**src/rtl/core/mabs_pkg.sv**
```systemverilog
// Package for the multi-axis Bresenham step generator.
// Holds field widths, the axis count, opcodes and shared types; no dependencies.
`timescale 1ns / 1ps

package mabs_pkg;

  localparam int AXES       = 5;
  localparam int COUNT_BITS = 16;
  localparam int ACC_BITS   = COUNT_BITS + 1;

  typedef logic [COUNT_BITS-1:0] count_t;
  typedef logic [ACC_BITS-1:0]   accum_t;
  typedef logic [AXES-1:0]       axis_mask_t;

  typedef enum logic {
    OP_LOAD = 1'b0,
    OP_TICK = 1'b1
  } op_t;

endpackage

```
**src/rtl/core/mabs_in_if.sv**
```systemverilog
// Input channel of the step generator: valid/ready plus one load or tick word.
// Depends on mabs_pkg for the field types.
`timescale 1ns / 1ps

interface mabs_in_if;
  logic              valid;
  logic              ready;
  mabs_pkg::op_t     op;
  mabs_pkg::count_t  count_axis0;
  mabs_pkg::count_t  count_axis1;
  mabs_pkg::count_t  count_axis2;
  mabs_pkg::count_t  count_axis3;
  mabs_pkg::count_t  count_axis4;
  mabs_pkg::count_t  move_length;

  modport source (
    output valid, op, count_axis0, count_axis1, count_axis2, count_axis3,
           count_axis4, move_length,
    input  ready
  );
  modport sink (
    input  valid, op, count_axis0, count_axis1, count_axis2, count_axis3,
           count_axis4, move_length,
    output ready
  );
endinterface

```
**src/rtl/core/mabs_out_if.sv**
```systemverilog
// Result channel of the step generator: valid/ready plus one pulse word.
// No package dependencies.
`timescale 1ns / 1ps

interface mabs_out_if;
  logic valid;
  logic ready;
  logic pulse_axis0;
  logic pulse_axis1;
  logic pulse_axis2;
  logic pulse_axis3;
  logic pulse_axis4;
  logic move_last;
  logic idle_tick;

  modport source (
    output valid, pulse_axis0, pulse_axis1, pulse_axis2, pulse_axis3,
           pulse_axis4, move_last, idle_tick,
    input  ready
  );
  modport sink (
    input  valid, pulse_axis0, pulse_axis1, pulse_axis2, pulse_axis3,
           pulse_axis4, move_last, idle_tick,
    output ready
  );
endinterface

```
**src/rtl/core/multi_axis_bresenham_stepper.sv**
```systemverilog
// Top level of the five-axis Bresenham step generator.
// Depends on mabs_pkg, mabs_in_if and mabs_out_if.
//
//   channel  direction  word                                     results
//   in_ch    sink       op, count_axis0..4, move_length          load: none, tick: one
//   out_ch   source     pulse_axis0..4, move_last, idle_tick     one per tick
//
// The axis adds and compares are combinational and sit between the move
// state registers and the result register. A new word is taken every cycle
// while the result register is empty or being drained at the same edge.
// A stalled result holds only the input side; loads are held behind it too.
// Synchronous reset clears the move state and empties the result register.
`timescale 1ns / 1ps

module multi_axis_bresenham_stepper (
  input  logic      clk,
  input  logic      rst,
  mabs_in_if.sink   in_ch,
  mabs_out_if.source out_ch
);
  import mabs_pkg::*;

  count_t axis_counts [AXES];
  accum_t error_accum [AXES];
  count_t move_total;
  count_t ticks_left;

  count_t     in_counts [AXES];
  count_t     load_counts [AXES];
  accum_t     tick_accum [AXES];
  axis_mask_t tick_pulse;
  count_t     ticks_left_next;

  logic       out_valid;
  axis_mask_t out_pulse;
  logic       out_last;
  logic       out_idle;

  logic in_take;
  logic tick_take;
  logic load_take;
  logic move_active;

  assign in_ch.ready = !out_valid || out_ch.ready;
  assign in_take     = in_ch.valid && in_ch.ready;
  assign tick_take   = in_take && (in_ch.op == OP_TICK);
  assign load_take   = in_take && (in_ch.op == OP_LOAD);
  assign move_active = (ticks_left != '0);

  assign in_counts[0] = in_ch.count_axis0;
  assign in_counts[1] = in_ch.count_axis1;
  assign in_counts[2] = in_ch.count_axis2;
  assign in_counts[3] = in_ch.count_axis3;
  assign in_counts[4] = in_ch.count_axis4;

  // Accumulators never pass twice the total, so the extra bit keeps the add exact.
  always_comb begin
    for (int a = 0; a < AXES; a++) begin
      load_counts[a] = (in_counts[a] > in_ch.move_length) ? in_ch.move_length
                                                           : in_counts[a];
      tick_accum[a]  = error_accum[a] + {1'b0, axis_counts[a]};
      tick_pulse[a]  = (tick_accum[a] > {1'b0, move_total});
      if (tick_pulse[a]) begin
        tick_accum[a] = tick_accum[a] - {1'b0, move_total};
      end
    end
    ticks_left_next = ticks_left - count_t'(1);
  end

  always_ff @(posedge clk) begin
    if (rst) begin
      move_total <= '0;
      ticks_left <= '0;
      for (int a = 0; a < AXES; a++) begin
        axis_counts[a] <= '0;
        error_accum[a] <= '0;
      end
    end else if (load_take) begin
      move_total <= in_ch.move_length;
      ticks_left <= in_ch.move_length;
      for (int a = 0; a < AXES; a++) begin
        axis_counts[a] <= load_counts[a];
        error_accum[a] <= {2'b00, in_ch.move_length[COUNT_BITS-1:1]};
      end
    end else if (tick_take && move_active) begin
      ticks_left <= ticks_left_next;
      for (int a = 0; a < AXES; a++) begin
        error_accum[a] <= tick_accum[a];
      end
    end
  end

  always_ff @(posedge clk) begin
    if (rst) begin
      out_valid <= 1'b0;
    end else if (tick_take) begin
      out_valid <= 1'b1;
    end else if (out_ch.ready) begin
      out_valid <= 1'b0;
    end
  end

  always_ff @(posedge clk) begin
    if (tick_take) begin
      out_pulse <= move_active ? tick_pulse : '0;
      out_last  <= move_active && (ticks_left_next == '0);
      out_idle  <= !move_active;
    end
  end

  assign out_ch.valid       = out_valid;
  assign out_ch.pulse_axis0 = out_pulse[0];
  assign out_ch.pulse_axis1 = out_pulse[1];
  assign out_ch.pulse_axis2 = out_pulse[2];
  assign out_ch.pulse_axis3 = out_pulse[3];
  assign out_ch.pulse_axis4 = out_pulse[4];
  assign out_ch.move_last   = out_last;
  assign out_ch.idle_tick   = out_idle;

`ifndef SYNTHESIS
  logic accum_in_range;
  logic counts_in_range;

  always_comb begin
    accum_in_range  = 1'b1;
    counts_in_range = 1'b1;
    for (int a = 0; a < AXES; a++) begin
      if (error_accum[a] > {1'b0, move_total}) accum_in_range = 1'b0;
      if (axis_counts[a] > move_total) counts_in_range = 1'b0;
    end
  end

  a_accum_bounded: assert property (@(posedge clk) disable iff (rst)
    accum_in_range) else $error("error accumulator above move total");

  a_counts_clamped: assert property (@(posedge clk) disable iff (rst)
    counts_in_range && (ticks_left <= move_total))
    else $error("axis count or remaining ticks above move total");

  a_idle_quiet: assert property (@(posedge clk) disable iff (rst)
    (out_valid && out_idle) |-> (out_pulse == '0) && !out_last)
    else $error("idle result carries pulses or end of move");

  a_last_ends_move: assert property (@(posedge clk) disable iff (rst)
    (tick_take && move_active && (ticks_left == count_t'(1))) |=> !move_active)
    else $error("final tick left the move active");
`endif

endmodule
```
**src/flat_wrapper.sv**
```systemverilog
// flat-port wrapper written by rule: the top's interface ports become plain ports
module multi_axis_bresenham_stepper_flat import mabs_pkg::*;
  (clk, rst, in_ch_valid, in_ch_op, in_ch_count_axis0, in_ch_count_axis1, in_ch_count_axis2, in_ch_count_axis3, in_ch_count_axis4, in_ch_move_length, in_ch_ready, out_ch_valid, out_ch_pulse_axis0, out_ch_pulse_axis1, out_ch_pulse_axis2, out_ch_pulse_axis3, out_ch_pulse_axis4, out_ch_move_last, out_ch_idle_tick, out_ch_ready);
  mabs_in_if in_ch_i ();
  mabs_out_if out_ch_i ();
  input  logic clk;
  input  logic rst;
  input wire logic [$bits(in_ch_i.valid)-1:0] in_ch_valid;
  input wire logic [$bits(in_ch_i.op)-1:0] in_ch_op;
  input wire logic [$bits(in_ch_i.count_axis0)-1:0] in_ch_count_axis0;
  input wire logic [$bits(in_ch_i.count_axis1)-1:0] in_ch_count_axis1;
  input wire logic [$bits(in_ch_i.count_axis2)-1:0] in_ch_count_axis2;
  input wire logic [$bits(in_ch_i.count_axis3)-1:0] in_ch_count_axis3;
  input wire logic [$bits(in_ch_i.count_axis4)-1:0] in_ch_count_axis4;
  input wire logic [$bits(in_ch_i.move_length)-1:0] in_ch_move_length;
  output wire logic [$bits(in_ch_i.ready)-1:0] in_ch_ready;
  output wire logic [$bits(out_ch_i.valid)-1:0] out_ch_valid;
  output wire logic [$bits(out_ch_i.pulse_axis0)-1:0] out_ch_pulse_axis0;
  output wire logic [$bits(out_ch_i.pulse_axis1)-1:0] out_ch_pulse_axis1;
  output wire logic [$bits(out_ch_i.pulse_axis2)-1:0] out_ch_pulse_axis2;
  output wire logic [$bits(out_ch_i.pulse_axis3)-1:0] out_ch_pulse_axis3;
  output wire logic [$bits(out_ch_i.pulse_axis4)-1:0] out_ch_pulse_axis4;
  output wire logic [$bits(out_ch_i.move_last)-1:0] out_ch_move_last;
  output wire logic [$bits(out_ch_i.idle_tick)-1:0] out_ch_idle_tick;
  input wire logic [$bits(out_ch_i.ready)-1:0] out_ch_ready;
  assign in_ch_i.valid = in_ch_valid;
  assign in_ch_i.op = in_ch_op;
  assign in_ch_i.count_axis0 = in_ch_count_axis0;
  assign in_ch_i.count_axis1 = in_ch_count_axis1;
  assign in_ch_i.count_axis2 = in_ch_count_axis2;
  assign in_ch_i.count_axis3 = in_ch_count_axis3;
  assign in_ch_i.count_axis4 = in_ch_count_axis4;
  assign in_ch_i.move_length = in_ch_move_length;
  assign in_ch_ready = in_ch_i.ready;
  assign out_ch_valid = out_ch_i.valid;
  assign out_ch_pulse_axis0 = out_ch_i.pulse_axis0;
  assign out_ch_pulse_axis1 = out_ch_i.pulse_axis1;
  assign out_ch_pulse_axis2 = out_ch_i.pulse_axis2;
  assign out_ch_pulse_axis3 = out_ch_i.pulse_axis3;
  assign out_ch_pulse_axis4 = out_ch_i.pulse_axis4;
  assign out_ch_move_last = out_ch_i.move_last;
  assign out_ch_idle_tick = out_ch_i.idle_tick;
  assign out_ch_i.ready = out_ch_ready;
  multi_axis_bresenham_stepper u_core (.clk(clk), .rst(rst), .in_ch(in_ch_i), .out_ch(out_ch_i));
endmodule
```
**config.mk**
```make
export PLATFORM = sky130hd
export DESIGN_NAME = multi_axis_bresenham_stepper_flat
export DESIGN_NICKNAME = d
export VERILOG_FILES = /design/src/rtl/core/mabs_pkg.sv /design/src/rtl/core/mabs_in_if.sv /design/src/rtl/core/mabs_out_if.sv /design/src/rtl/core/multi_axis_bresenham_stepper.sv /design/src/flat_wrapper.sv
export SDC_FILE = /design/constraint.sdc
export NUM_CORES = 1
export LEC_CHECK = 0
export BUFFER_PORTS_ARGS = -buffer_cell sky130_fd_sc_hd__buf_2
export CAP_MARGIN = 20
export CORE_MARGIN = 2
export CORE_UTILIZATION = 48
export DETAILED_ROUTE_END_ITERATION = 16
export GPL_ROUTABILITY_DRIVEN = 0
export HOLD_SLACK_MARGIN = 0.02
export MAX_ROUTING_LAYER = met4
export PLACE_DENSITY_LB_ADDON = 0.08
export SETUP_SLACK_MARGIN = 0.3
export SLEW_MARGIN = 10
export SYNTH_ARGS = -nofsm -noshare
export SYNTH_HDL_FRONTEND = slang
export SYNTH_SLANG_ARGS = --single-unit
```
**constraint.sdc**
```tcl
create_clock -name clk -period 7 [get_ports clk]
set_input_delay 1.4 -clock clk [delete_from_list [all_inputs] [get_ports clk]]
set_output_delay 1.4 -clock clk [all_outputs]
set_load 0.01 [all_outputs]
```
# After elaboration in Yosys (flattened, before gate mapping)
# Memory sizes are Yosys's and may differ from the RTL's.
# Cells that the tools add are included.
[op_classes] bitwise=16 addsub=11 n_reduce_logical=12 n_eq_ne=0 magnitude_cmp=10 shift=0 n_div=0 n_mux=38 mul=0
[op_table] operator="17-bit two-way mux" n=15
[op_table] operator="16-bit two-way mux" n=12
[op_table] operator="17-bit by 16-bit adder with 17-bit output" n=5
[op_table] operator="17-bit by 16-bit > comparator with 1-bit output" n=5
[op_table] operator="17-bit by 16-bit subtractor with 17-bit output" n=5
[op_table] operator="16-bit > comparator" n=5
[op_table] operator="16-bit logical NOT" n=1
[op_table] operator="16-bit nonzero test" n=1
[op_table] operator="16-bit by 1-bit subtractor with 16-bit output (second input constant)" n=1
[op_table] operator="1-bit OR" n=15
[op_table] operator="1-bit two-way mux" n=11
[op_table] operator="1-bit logical AND" n=5
[op_table] operator="2-bit nonzero test" n=2
[op_table] operator="1-bit logical NOT" n=2
[op_table] operator="1-bit logical OR" n=1
[op_table] operator="1-bit inverter" n=1
[totals] out_inout_bits=9 mem_count=2 rom_bits=0 ff_bits=40 elab_cells=95 ramBits=165 latchBits=0
[memory_table] memory="u_core.error_accum" words=5 width=17 rd=5 rd_clocked_by_memory_dff=0 wr=5 line_no="multi_axis_bresenham_stepper.sv:24" source="accum_t error_accum [AXES];"
[memory_table] memory="u_core.axis_counts" words=5 width=16 rd=5 rd_clocked_by_memory_dff=0 wr=5 line_no="multi_axis_bresenham_stepper.sv:23" source="count_t axis_counts [AXES];"

# Longest topological paths before layout
[depth] ltp_word=10 depth_mapped=20

# Least setup slack after synthesis
# Ideal clock, no wire load.
[synth_path] path_kind="input to register" from="in out_ch_ready" to="mem u_core.axis_counts[0][0] (netlist name), enable pin" path_buffers=1 arrival_ns=4.376 stages=6 setup_time_ns=0.474 setup_slack_ns=2.151 required_ns=6.526 cell_sequence="nand2b_1 > nand2_1 > nor2_1 > nor2_1 > inv_1 > clkbuf_1"
[synth_lines] element="start, declared" line_no="flat_wrapper.sv:25" source="input wire logic [$bits(out_ch_i.ready)-1:0] out_ch_ready;"
[synth_lines] element="end, declared" line_no="multi_axis_bresenham_stepper.sv:23"

==> flow_metrics.tcl <==
set metrics [dict create \
    leakagePower_nw 8.98 \
    grt_max_degree 68 \
    final_nets 2430 \
    path_class "flip-flop to flip-flop" \
    switching_share_pct 40.3 \
    hpwl_um 44000 \
    drive_gt1_share_pct 9.92 \
    p_sw_w 0.00270 \
    fmax_mhz 188 \
    multiInputGateArea_sq_um 11900 \
    antenna_found_initial 2 \
    worst_slew_pin_slew_ns 1.09 \
    ys_top_cells_by_count "ha_1 (242), edfxtp_1 (172), a21oi_1 (164), o21ai_0 (161), nor2_1 (143)" \
    yosysWarnings 0 \
    intPower_w 0.00400 \
    cts_resized 0 \
    post_cts_buffers 0 \
    setup_viol 0 \
    critPathCaptureType "flip-flop" \
    ctsHoldBuffers 0 \
    drtAntennaViolNets 0 \
    path_clk_slew_ns 0.06 \
    die_h_um 199 \
    syn_area_sq_um 18300 \
    synth_compound_area_share_pct 21.5 \
    timing.rr.start "u_core.error_accum[0][0]" \
    fin_ws_ns 1.69 \
    worstRegToRegCells 18 \
    p_per_area_nw_per_um2 328 \
    ys_seq_elements 205 \
    totalWireLength_um 59600 \
    synthAdderAreaFrac_pct 17.6 \
    overflow 0 \
    ir_drop_mv 0.192 \
    core-area_sq_um 37600 \
    synth_top_family_by_area "compound AO/OA/AOI/OAI gates" \
    finalNonFillerCells 2609 \
    reg2reg_slack_ns 1.69 \
    seqPwrFrac_pct 23.7 \
    worst_slew_margin_rel_pct 27.1 \
    ff_latch_area_sq_um 5830 \
    fill_cells 3497 \
    std_cell_rows 71 \
    root_buffer "clkbuf_16" \
    startpoint_type "flip-flop" \
    vias 16000 \
    ys_seq_area_share_pct 31.8 \
    via_per_inst 6.15 \
    crit_path_max_fanout 25 \
    ys_types 81 \
    r2r_end "u_core.error_accum[0][11]" \
    hold_class "flip-flop to flip-flop" \
    crit_arrival_ns 5.58 \
    startpoint "u_core.error_accum[0][0]" \
    status "finished clean" \
    async_reset_ff_share_pct 0 \
    holdPathEnd "u_core.move_total[11]" \
    syn2layout_area_growth_pct 11.5 \
    synth_area_leaders "edfxtp_1 (28%), ha_1 (17%), mux2i_1 (5.8%)" \
    post-route-util_pct 54.4 \
    layout_min_cycle_time_ns 5.31 \
    yosys.area_share.simple_pct 13.8 \
    cp.required_ns 7.26 \
    grt_pass1_wl_um 88800 \
    min_path_cells 2 \
    fin_tns_setup_ns 0 \
    finalHoldViolations 0 \
    die-area_sq_um 39700 \
    die_w_um 199 \
    pre_cts_slack_ns 1.80 \
    numCtsBuffers 27 \
    post-synth-top-count-cell "ha_1" \
    synthXorXnorAreaFrac_pct 6.07 \
    rsz0062_at_grt "false" \
    p_comb_share_pct 52.4 \
    fin_crit_sh_pct 75.9 \
    pin_count 110 \
    cts_htree_levels 1 \
    drcViolationCount 0 \
    drt-pass1-iter-count 5 \
    clkPwrFrac_pct 23.9 \
    cts_tree "done" \
    cts_sinks 205 \
    dp.cells 2558 \
    design_power_total_w 0.00670 \
    first_global_vias 15200 \
    min_from "u_core.move_total[11]" \
    syn-num-nets 2329 \
    clk_path_buf_depth 3 \
    cap_violations 0 \
    slew_violations 0 \
    syn-instance-count 1976 \
    initial_utilization_pct 48.7 \
    synth-edff-count 172 \
    synth_mux_area_share_pct 5.86 \
    synth_largest_area_cell "edfxtp_1" \
    ys.flop_type "edfxtp_1" \
    avgSynthCellArea_sq_um 9.27 \
    fin_worst_skew_ns 0.0130 \
    netlist.area_leader.share_pct 28.2 \
    wire_per_inst_um 22.9 \
    grtUsageTotal_pct 30.9 \
    clk_latency_ns 0.57 \
    drt_iter0_drc 1210 \
    io_buffers 109 \
]
cell type report:
class                      instances  share of cell area, %
multi-input combinational       1623                   58.4
sequential                       205                   28.5
clock buffer                      33                   3.66
timing repair buffer             123                   3.20
tap                              511                   3.13
inverter                          97                   1.79
clock inverter                    16                   1.28
antenna                            1                 0.0123
placed cells by master (no fill, tap or decap), types with 32 or more instances in the layout:
cell        n
a21o_1     69
a21oi_1   164
buf_2     109
dfxtp_1    33
edfxtp_1  172
ha_1      242
inv_1      96
mux2i_1   106
nand2_1   137
nand3_1    66
nand4_1    32
nor2_1    141
o21a_1     40
o21ai_0   161
xnor2_1    78
xor2_1     49
through the flow:
stage | hold slack [ns] | instance area [sq um]
final | 0.459 | 20400
after CTS | 0.456 | 20400
after floorplan | 0.436 | 18300
after global routing | 0.490 | 20400
after global placement | 0.444 | 19400
after detailed placement | 0.448 | 19400
sequential cells by signal, summed over array words and instances, names as in the netlist:
register,cells
u_core.move_total,16
u_core.out_ch.valid,1
u_core.ticks_left,16
u_core.axis_counts,80
u_core.out_pulse,5
u_core.out_ch.move_last,1
u_core.out_ch.idle_tick,1
u_core.error_accum,85
critical path, cell delays in order (launching register included):
cell and delay (ns):
edfxtp_1 0.36, ha_1 0.23, fa_1 0.46, a211oi_1 0.32
o21a_1 0.21, o31ai_1 0.12, a31o_2 0.29, a21o_1 0.19
a21oi_1 0.21, xnor2_1 0.14, ha_1 0.36, and3_1 0.20
nand2_1 0.06, or4_1 0.52, o21ai_0 0.10, o211a_1 0.69
inv_1 0.25, a31oi_1 0.21, o21ai_0 0.09
power groups by stage:
| stage | combinational, W | clock, W | sequential [W] |
|---|---|---|---|
| 2_1_floorplan | 0.00276 | 0 | 0.00159 |
| 3_3_place_gp | 0.00337 | 0 | 0.00161 |
| 3_5_place_dp | 0.00343 | 0 | 0.00161 |
| 4_1_cts | 0.00345 | 0.00161 | 0.00159 |
| 5_1_grt | 0.00390 | 0.00166 | 0.00160 |
| 6_report | 0.00351 | 0.00160 | 0.00159 |
per-layer routing:
layer  part of all wire [%]  GRT usage, %  vias up
li1                       -             -     7673
met1                     45          42.3     7622
met2                     43          46.7      629
met3                    8.2          4.71      109
met4                    4.0          11.0        0
met5                      0             -        -
cell families (layout without fill, tap and decap cells):
group / Yosys count / after routing
xor gates and xnor gates: 127 / 127
muxes: 107 / 107
buffers and inverters: 148 / 269
AOI/OAI and AO/OA: 611 / 611
and+or+nand+nor: 526 / 526
adders and majority gates: 252 / 252
other: 0 / 1
DFF: 205 / 205
worst max path at each step:
stage / to / slack, ns / cells after the start
finish: u_core.error_accum[0][11] / 1.69 / 18
global route: u_core.error_accum[0][11] / 1.25 / 18
CTS: u_core.error_accum[0][11] / 1.70 / 18
detailed placement: u_core.error_accum[0][11] / 1.80 / 18
global placement: u_core.error_accum[0][14] / 1.88 / 18
floorplan: u_core.axis_counts[0][0] / 2.15 / 6
(Power assumes the default switching activity.)
